### config.mk
export PLATFORM = sky130hd
export DESIGN_NAME = min_outgoing_edge_neighbour_table
export DESIGN_NICKNAME = d
export VERILOG_FILES = /design/src/design/mont_pkg.sv /design/src/design/mont_table.sv /design/src/design/mont_scan.sv /design/src/design/min_outgoing_edge_neighbour_table.sv
export SDC_FILE = /design/constraint.sdc
export NUM_CORES = 1
export LEC_CHECK = 0
export BUFFER_PORTS_ARGS = -buffer_cell sky130_fd_sc_hd__buf_2
export CORE_AREA = 2 2 182 318
export CTS_CLUSTER_DIAMETER = 100
export DETAILED_ROUTE_END_ITERATION = 10
export DIE_AREA = 0 0 184 320
export GPL_ROUTABILITY_DRIVEN = 0
export PLACE_DENSITY = 0.76
export SYNTH_ARGS = -nofsm -noshare
export SYNTH_HDL_FRONTEND = slang
export SYNTH_SLANG_ARGS = --single-unit
export TNS_END_PERCENT = 10
### constraint.sdc
create_clock -name aclk -period 7.4 [get_ports aclk]
set_input_delay 1.11 -clock aclk [delete_from_list [all_inputs] [get_ports aclk]]
set_output_delay 1.11 -clock aclk [all_outputs]
set_load 0.1 [all_outputs]
### src/design/mont_pkg.sv
// ----------------------------------------------------------------------------
// mont_pkg
// Types, codes and sizes shared by the neighbour table search block.
// ----------------------------------------------------------------------------
`default_nettype none

package mont_pkg;

    localparam int MAX_NEIGHBOURS = 16;
    localparam int WEIGHT_BITS    = 16;
    localparam int LABEL_COUNT    = 64;

    // stored weight never holds more than the 16-bit input field
    localparam int W_STORE = (WEIGHT_BITS < 16) ? WEIGHT_BITS : 16;
    localparam int IDX_W   = (MAX_NEIGHBOURS > 1) ? $clog2(MAX_NEIGHBOURS) : 1;
    localparam int CNT_W   = $clog2(MAX_NEIGHBOURS + 1);

    localparam logic [1:0] KIND_ADD    = 2'd0;
    localparam logic [1:0] KIND_UPDATE = 2'd1;
    localparam logic [1:0] KIND_SEARCH = 2'd2;

    localparam logic [1:0] STAT_OK        = 2'd0;
    localparam logic [1:0] STAT_NOT_FOUND = 2'd1;
    localparam logic [1:0] STAT_FULL      = 2'd2;

    localparam logic [1:0] ADDR_OWN_NODE_ID = 2'd0;

    typedef struct packed {
        logic [1:0]  kind;
        logic [7:0]  neighbor_id;
        logic [15:0] edge_weight;
        logic [5:0]  status_value;
        logic [63:0] exclude_mask;
        logic [15:0] prior_best_weight;
        logic [7:0]  prior_best_route;
        logic [7:0]  prior_extend_node;
    } in_item_t;

    typedef struct packed {
        logic [15:0] best_weight;
        logic [7:0]  best_route;
        logic [7:0]  extend_node;
        logic        improved;
        logic [1:0]  op_status;
    } out_item_t;

    typedef struct packed {
        logic [7:0]         id;
        logic [W_STORE-1:0] weight;
        logic [5:0]         label;
    } entry_t;

    typedef struct packed {
        logic             rd_en;
        logic [IDX_W-1:0] rd_addr;
        logic             wr_en;
        logic [IDX_W-1:0] wr_addr;
        entry_t           wr_data;
    } tbl_req_t;

    typedef enum logic [1:0] {
        ST_IDLE,
        ST_SCAN,
        ST_DONE
    } state_t;

endpackage

`default_nettype wire

### src/design/mont_table.sv
// ----------------------------------------------------------------------------
// mont_table
// Neighbour entry store: one write and one registered read per cycle.
// ----------------------------------------------------------------------------
`default_nettype none

module mont_table (
    input  wire logic              aclk,
    input  wire mont_pkg::tbl_req_t req,
    output mont_pkg::entry_t       rd_data
);

    mont_pkg::entry_t mem_reg [mont_pkg::MAX_NEIGHBOURS];
    mont_pkg::entry_t rd_data_reg;

    always_ff @(posedge aclk) begin
        if (req.wr_en) begin
            mem_reg[req.wr_addr] <= req.wr_data;
        end
        if (req.rd_en) begin
            rd_data_reg <= mem_reg[req.rd_addr];
        end
    end

    assign rd_data = rd_data_reg;

endmodule

`default_nettype wire

### src/design/mont_scan.sv
// ----------------------------------------------------------------------------
// mont_scan
// Sequencer and shared compare unit: walks the table one entry a cycle.
// ----------------------------------------------------------------------------
`default_nettype none

module mont_scan (
    input  wire logic                aclk,
    input  wire logic                aresetn,
    input  wire logic [7:0]          own_node_id,
    input  wire logic                s_valid,
    output logic                     s_ready,
    input  wire mont_pkg::in_item_t  s_data,
    output logic                     m_valid,
    input  wire logic                m_ready,
    output mont_pkg::out_item_t      m_data,
    output mont_pkg::tbl_req_t       tbl_req,
    input  wire mont_pkg::entry_t    tbl_rd_data
);

    mont_pkg::state_t                state_reg, state_next;
    logic [mont_pkg::CNT_W-1:0]      count_reg, count_next;
    logic [mont_pkg::CNT_W-1:0]      rd_idx_reg, rd_idx_next;
    logic [mont_pkg::IDX_W-1:0]      eval_idx_reg, eval_idx_next;
    logic                            eval_valid_reg, eval_valid_next;
    logic                            found_reg, found_next;
    logic                            improved_reg, improved_next;
    logic [1:0]                      status_reg, status_next;
    mont_pkg::in_item_t              item_reg, item_next;
    logic [15:0]                     best_w_reg, best_w_next;
    logic [7:0]                      best_r_reg, best_r_next;
    logic [7:0]                      best_x_reg, best_x_next;
    logic                            m_valid_reg, m_valid_next;
    mont_pkg::out_item_t             m_data_reg, m_data_next;

    logic        accept;
    logic        match_now;
    logic        excluded;
    logic        issue;
    logic [15:0] entry_w;

    assign s_ready = (state_reg == mont_pkg::ST_IDLE);
    assign accept  = s_valid && s_ready;
    assign m_valid = m_valid_reg;
    assign m_data  = m_data_reg;

    assign entry_w  = 16'(tbl_rd_data.weight);
    assign excluded = (7'(tbl_rd_data.label) < 7'(mont_pkg::LABEL_COUNT))
                      && item_reg.exclude_mask[tbl_rd_data.label];
    assign match_now = (state_reg == mont_pkg::ST_SCAN) && eval_valid_reg && !found_reg
                       && (item_reg.kind == mont_pkg::KIND_UPDATE)
                       && (tbl_rd_data.id == item_reg.neighbor_id);
    assign issue = (state_reg == mont_pkg::ST_SCAN) && (rd_idx_reg < count_reg)
                   && !found_reg && !match_now;

    always_comb begin
        state_next      = state_reg;
        count_next      = count_reg;
        rd_idx_next     = rd_idx_reg;
        eval_idx_next   = eval_idx_reg;
        eval_valid_next = 1'b0;
        found_next      = found_reg;
        improved_next   = improved_reg;
        status_next     = status_reg;
        item_next       = item_reg;
        best_w_next     = best_w_reg;
        best_r_next     = best_r_reg;
        best_x_next     = best_x_reg;
        m_valid_next    = m_valid_reg && !m_ready;
        m_data_next     = m_data_reg;
        tbl_req         = '0;

        unique case (state_reg)
            mont_pkg::ST_IDLE: begin
                if (accept) begin
                    item_next     = s_data;
                    best_w_next   = s_data.prior_best_weight;
                    best_r_next   = s_data.prior_best_route;
                    best_x_next   = s_data.prior_extend_node;
                    improved_next = 1'b0;
                    found_next    = 1'b0;
                    rd_idx_next   = '0;
                    status_next   = mont_pkg::STAT_OK;
                    state_next    = mont_pkg::ST_DONE;
                    unique case (s_data.kind)
                        mont_pkg::KIND_ADD: begin
                            if (count_reg < mont_pkg::CNT_W'(mont_pkg::MAX_NEIGHBOURS)) begin
                                tbl_req.wr_en          = 1'b1;
                                tbl_req.wr_addr        = count_reg[mont_pkg::IDX_W-1:0];
                                tbl_req.wr_data.id     = s_data.neighbor_id;
                                tbl_req.wr_data.weight =
                                    mont_pkg::W_STORE'(s_data.edge_weight);
                                tbl_req.wr_data.label  = s_data.status_value;
                                count_next             = count_reg + 1'b1;
                            end else begin
                                status_next = mont_pkg::STAT_FULL;
                            end
                        end
                        mont_pkg::KIND_UPDATE: begin
                            status_next = mont_pkg::STAT_NOT_FOUND;
                            state_next  = mont_pkg::ST_SCAN;
                        end
                        mont_pkg::KIND_SEARCH: begin
                            state_next = mont_pkg::ST_SCAN;
                        end
                        default: begin
                            // unused kind: echo the priors
                            state_next = mont_pkg::ST_DONE;
                        end
                    endcase
                end
            end
            mont_pkg::ST_SCAN: begin
                if (issue) begin
                    tbl_req.rd_en   = 1'b1;
                    tbl_req.rd_addr = rd_idx_reg[mont_pkg::IDX_W-1:0];
                    eval_idx_next   = rd_idx_reg[mont_pkg::IDX_W-1:0];
                    eval_valid_next = 1'b1;
                    rd_idx_next     = rd_idx_reg + 1'b1;
                end
                if (eval_valid_reg && !found_reg) begin
                    if (item_reg.kind == mont_pkg::KIND_SEARCH) begin
                        if (!excluded && (entry_w < best_w_reg)) begin
                            best_w_next   = entry_w;
                            best_r_next   = tbl_rd_data.id;
                            best_x_next   = own_node_id;
                            improved_next = 1'b1;
                        end
                    end else if (match_now) begin
                        // relabel the first matching entry, then stop
                        tbl_req.wr_en         = 1'b1;
                        tbl_req.wr_addr       = eval_idx_reg;
                        tbl_req.wr_data       = tbl_rd_data;
                        tbl_req.wr_data.label = item_reg.status_value;
                        found_next            = 1'b1;
                        status_next           = mont_pkg::STAT_OK;
                    end
                end
                if (!issue && !eval_valid_reg) begin
                    state_next = mont_pkg::ST_DONE;
                end
            end
            mont_pkg::ST_DONE: begin
                if (!m_valid_reg || m_ready) begin
                    m_valid_next            = 1'b1;
                    m_data_next.best_weight = best_w_reg;
                    m_data_next.best_route  = best_r_reg;
                    m_data_next.extend_node = best_x_reg;
                    m_data_next.improved    = improved_reg;
                    m_data_next.op_status   = status_reg;
                    state_next              = mont_pkg::ST_IDLE;
                end
            end
            default: begin
                state_next = mont_pkg::ST_IDLE;
            end
        endcase
    end

    always_ff @(posedge aclk) begin
        if (!aresetn) begin
            state_reg      <= mont_pkg::ST_IDLE;
            count_reg      <= '0;
            eval_valid_reg <= 1'b0;
            found_reg      <= 1'b0;
            improved_reg   <= 1'b0;
            status_reg     <= mont_pkg::STAT_OK;
            m_valid_reg    <= 1'b0;
        end else begin
            state_reg      <= state_next;
            count_reg      <= count_next;
            eval_valid_reg <= eval_valid_next;
            found_reg      <= found_next;
            improved_reg   <= improved_next;
            status_reg     <= status_next;
            m_valid_reg    <= m_valid_next;
        end
    end

    always_ff @(posedge aclk) begin
        rd_idx_reg   <= rd_idx_next;
        eval_idx_reg <= eval_idx_next;
        item_reg     <= item_next;
        best_w_reg   <= best_w_next;
        best_r_reg   <= best_r_next;
        best_x_reg   <= best_x_next;
        m_data_reg   <= m_data_next;
    end

    a_count_bound: assert property (@(posedge aclk) disable iff (!aresetn)
        count_reg <= mont_pkg::CNT_W'(mont_pkg::MAX_NEIGHBOURS))
        else $error("entry count beyond table depth");

    a_write_source: assert property (@(posedge aclk) disable iff (!aresetn)
        tbl_req.wr_en |-> (accept && (s_data.kind == mont_pkg::KIND_ADD))
                          || ((state_reg == mont_pkg::ST_SCAN)
                              && (item_reg.kind == mont_pkg::KIND_UPDATE)))
        else $error("table written outside add or label update");

    a_improved_search: assert property (@(posedge aclk) disable iff (!aresetn)
        improved_reg |-> (item_reg.kind == mont_pkg::KIND_SEARCH))
        else $error("improved flag set by a non-search item");

    a_found_ok: assert property (@(posedge aclk) disable iff (!aresetn)
        found_reg |-> (status_reg == mont_pkg::STAT_OK))
        else $error("label update found but status not ok");

    a_load_from_done: assert property (@(posedge aclk) disable iff (!aresetn)
        (m_valid_reg && !$past(m_valid_reg)) |-> ($past(state_reg) == mont_pkg::ST_DONE))
        else $error("result loaded outside done state");

endmodule

`default_nettype wire

### src/design/min_outgoing_edge_neighbour_table.sv
// ----------------------------------------------------------------------------
// min_outgoing_edge_neighbour_table
// Neighbour table with label update and minimum outgoing edge search.
// ----------------------------------------------------------------------------
// Sequencing: add and unused kinds go from accept straight to m_valid; search and
//   update first scan the entries (an update stops at its first match), reading
//   one table entry per cycle through a single port. A new item is taken only
//   once the last result is loaded; m_ready stalls hold it back.
// Reset: synchronous, active low; clears the entry count, own_node_id and the
//   handshake state. Table contents stay undefined, no clearing pass needed.
// ----------------------------------------------------------------------------
`default_nettype none

module min_outgoing_edge_neighbour_table (
    input  wire logic                aclk,
    input  wire logic                aresetn,
    // configuration
    input  wire logic                psel,
    input  wire logic                penable,
    input  wire logic                pwrite,
    input  wire logic [1:0]          paddr,
    input  wire logic [31:0]         pwdata,
    output logic [31:0]              prdata,
    output logic                     pready,
    // items in
    input  wire logic                s_valid,
    output logic                     s_ready,
    input  wire mont_pkg::in_item_t  s_data,
    // items out
    output logic                     m_valid,
    input  wire logic                m_ready,
    output mont_pkg::out_item_t      m_data
);

    logic [7:0]          own_id_reg;
    mont_pkg::tbl_req_t  tbl_req;
    mont_pkg::entry_t    tbl_rd_data;

    assign pready = 1'b1;

    always_ff @(posedge aclk) begin
        if (!aresetn) begin
            own_id_reg <= '0;
        end else if (psel && penable && pwrite && (paddr == mont_pkg::ADDR_OWN_NODE_ID)) begin
            own_id_reg <= pwdata[7:0];
        end
    end

    always_comb begin
        prdata = '0;
        if (paddr == mont_pkg::ADDR_OWN_NODE_ID) begin
            prdata = 32'(own_id_reg);
        end
    end

    mont_table u_table (
        .aclk    (aclk),
        .req     (tbl_req),
        .rd_data (tbl_rd_data)
    );

    mont_scan u_scan (
        .aclk        (aclk),
        .aresetn     (aresetn),
        .own_node_id (own_id_reg),
        .s_valid     (s_valid),
        .s_ready     (s_ready),
        .s_data      (s_data),
        .m_valid     (m_valid),
        .m_ready     (m_ready),
        .m_data      (m_data),
        .tbl_req     (tbl_req),
        .tbl_rd_data (tbl_rd_data)
    );

endmodule

`default_nettype wire
==> flow_summary.json <==
{
  "status": "finished, final reports clean",
  "multi_input_comb_area_um2": 6800,
  "rsz0062_at_grt": "no",
  "drcViolationCount": 0,
  "dpl.hpwl_um": 44500,
  "cts.sinks": 687,
  "post_drt_wl_per_cell_um": 26.8,
  "tns_ns": 0,
  "die-height_um": 320,
  "post_cts_buffers": 0,
  "cts_resized": 0,
  "path_max_fanout": 25,
  "clk_latency_ns": 0.62,
  "path_class": "register to register",
  "r2r_slack_ns": 3.10,
  "synth_ff_type": "edfxtp_1",
  "die_w_um": 184,
  "synth_cell_types": 62,
  "synth.top_cell.area_share": 0.719,
  "synthArstFlopShare": 0,
  "fp-row-count": 115,
  "grt_use_met3": 0.0493,
  "grt_overflow": 0,
  "power.leakage_nw": 10.9,
  "synth_warnings": 0,
  "area_delta_synth_final_pct": 12.5,
  "vias": 17100,
  "fmax_mhz": 233,
  "crit_required_ns": 7.79,
  "ir_drop_uv": 184,
  "drt_iter0_drc": 1703,
  "fill_cells": 4208,
  "power_density_nw_per_um2": 253,
  "drv_slew": 0,
  "crit_path_end_kind": "register",
  "via_per_inst": 6.19,
  "place_ws_ns": 2.54,
  "grt_pass1_vias": 17300,
  "hp-class": "register to register",
  "crit_end": "u_table.rd_data[4]",
  "netlist_area_um2": 27800,
  "drive_gt1_frac": 0.201,
  "cts_root_buffer": "clkbuf_16",
  "path_clk_slew_ns": 0.07,
  "cts-buffers-inserted": 54,
  "synth_area_leaders": "edfxtp_1 72%, mux2i_1 3.3%, nand2_1 2.7%, a221o_1 2.3%, mux2_2 1.7%",
  "antenna_found_initial": 8,
  "grt_use_met1": 0.274,
  "dieArea_um2": 58900,
  "htreeDepth": 2,
  "tightest_slew_ns": 1.17,
  "core_area_um2": 56100,
  "hold_buffers": 0,
  "cp-startpoint": "u_scan.rd_idx_reg[2]",
  "io_pins": 239,
  "yosysMostFrequentCell": "edfxtp_1",
  "hold_violations": 0,
  "synthCells": 1825,
  "grt_max_degree": 138,
  "rr_worst_depth": 8,
  "ant_nets": 0,
  "synth_edf_count": 666,
  "drt-pass1-iter-count": 5,
  "grt_pass1_wl_um": 107000,
  "largest_reg_flops": 480,
  "critPathArrivalTime_ns": 4.68,
  "grt_use_met2": 0.432,
  "nets": 2201,
  "io_buffers": 189,
  "setup_viol": 0,
  "cap_violations": 0,
  "start_kind": "register",
  "wirelength_um": 73900,
  "top_usage_layer": "met2",
  "cts_buffer_depth": 3,
  "slew-limit-headroom": 0.221,
  "r2r-end": "u_table.rd_data[4]",
  "syn_area_per_cell_um2": 15.2,
  "worst_slack_ns": 3.10,
  "yosysTopAreaCell": "edfxtp_1",
  "regArea_um2": 20400,
  "finalClockSkew_ns": 0.0221,
  "ys_seq_elements": 687,
  "cts_tree": "done",
  "finalCritPeriodShare": 0.581,
  "initial_core_util": 0.496,
  "grt_usage": 0.246,
  "synth_common_cells": "666 x edfxtp_1, 198 x nand2_1, 97 x nor2_1",
  "r2r-start": "u_scan.rd_idx_reg[2]",
  "ys_seq_area_frac": 0.734,
  "period_minus_slack_ns": 4.30
}
-- cell families after synthesis --
| family | after synthesis | synth area share |
|---|---|---|
| and+or+nand+nor | 398 | 0.0634 |
| other | 2 | 0.000270 |
| adders and majority gates | 23 | 0.0103 |
| AOI/OAI and AO/OA | 375 | 0.0966 |
| buffers and inverters | 180 | 0.0307 |
| muxes | 146 | 0.0603 |
| DFF | 687 | 0.734 |
| xor gates and xnor gates | 14 | 0.00441 |
-- where the power goes --
part / leakage (nW) / internal, mW / total [mW] / switching [mW]
logic: 3.72 / 0.185 / 0.679 / 0.494
registers: 6.37 / 4.37 / 4.42 / 0.0483
clock network: 0.824 / 1.48 / 2.83 / 1.34
total: 10.9 / 6.04 / 7.92 / 1.89
-- area by class of cell --
| class | instances | area share |
|---|---|---|
| Sequential cell | 687 | 0.652 |
| Tap cell | 702 | 0.0281 |
| Clock inverter | 38 | 0.0101 |
| Multi-Input combinational cell | 981 | 0.217 |
| Antenna cell | 6 | 0.000480 |
| Inverter | 45 | 0.00543 |
| Clock buffer | 60 | 0.0439 |
| Timing Repair Buffer | 240 | 0.0428 |
-- per-stage QoR --
| step | hold slack [ns] | power, mW | util | instances | area [um2] |
|---|---|---|---|---|---|
| 2_1_floorplan | 0.400 | 4.97 | - | 1848 | 27900 |
| 3_3_place_gp | 0.402 | 5.15 | 0.528 | 2655 | 29600 |
| 3_5_place_dp | 0.406 | 5.17 | 0.528 | 2655 | 29600 |
| 4_1_cts | 0.422 | 7.94 | 0.558 | 2753 | 31300 |
| 5_1_grt | 0.424 | 8.11 | 0.558 | 2759 | 31300 |
| 6_report | 0.420 | 7.92 | 0.558 | 2759 | 31300 |
-- cells in the final DEF, fill, tap and decap left out, drive strengths merged, types with 40 or more instances in the layout --
cell type    n
mux2i       91
edfxtp     666
buf        240
nor2        97
a221o       64
clkbuf      60
o22ai       40
o21ai       75
mux2        42
nand2      198
inv         46
a21oi       69
-- worst min-delay path by stage --
stage / cells after the start / from / end / slack [ns]
after floorplan: 0 / u_scan.best_x_reg[7] / u_scan.m_data[10] / 0.40
after global placement: 0 / u_scan.best_r_reg[3] / u_scan.m_data[14] / 0.40
after detailed placement: 0 / u_scan.best_x_reg[7] / u_scan.m_data[10] / 0.41
after CTS: 0 / u_scan.best_x_reg[7] / u_scan.m_data[10] / 0.42
after global routing: 0 / u_scan.best_x_reg[5] / u_scan.m_data[8] / 0.42
final: 0 / u_scan.best_x_reg[7] / u_scan.m_data[10] / 0.42
-- critical path: stages, from the launching register on --
cell and delay (ns):
edfxtp_1 1.02, ha_1 0.39, a21o_1 0.17, a31oi_1 0.34
o21a_1 0.52, and3_1 0.57, buf_4 0.48, o21ai_0 0.19
o22ai_1 0.36
-- routing by layer --
metal,share of wire,up-vias
met5,0.00037,-
met4,0.056,4
met3,0.098,242
met2,0.51,1109
met1,0.34,8350
li1,-,7372
Power figures use the tool's default switching activity.
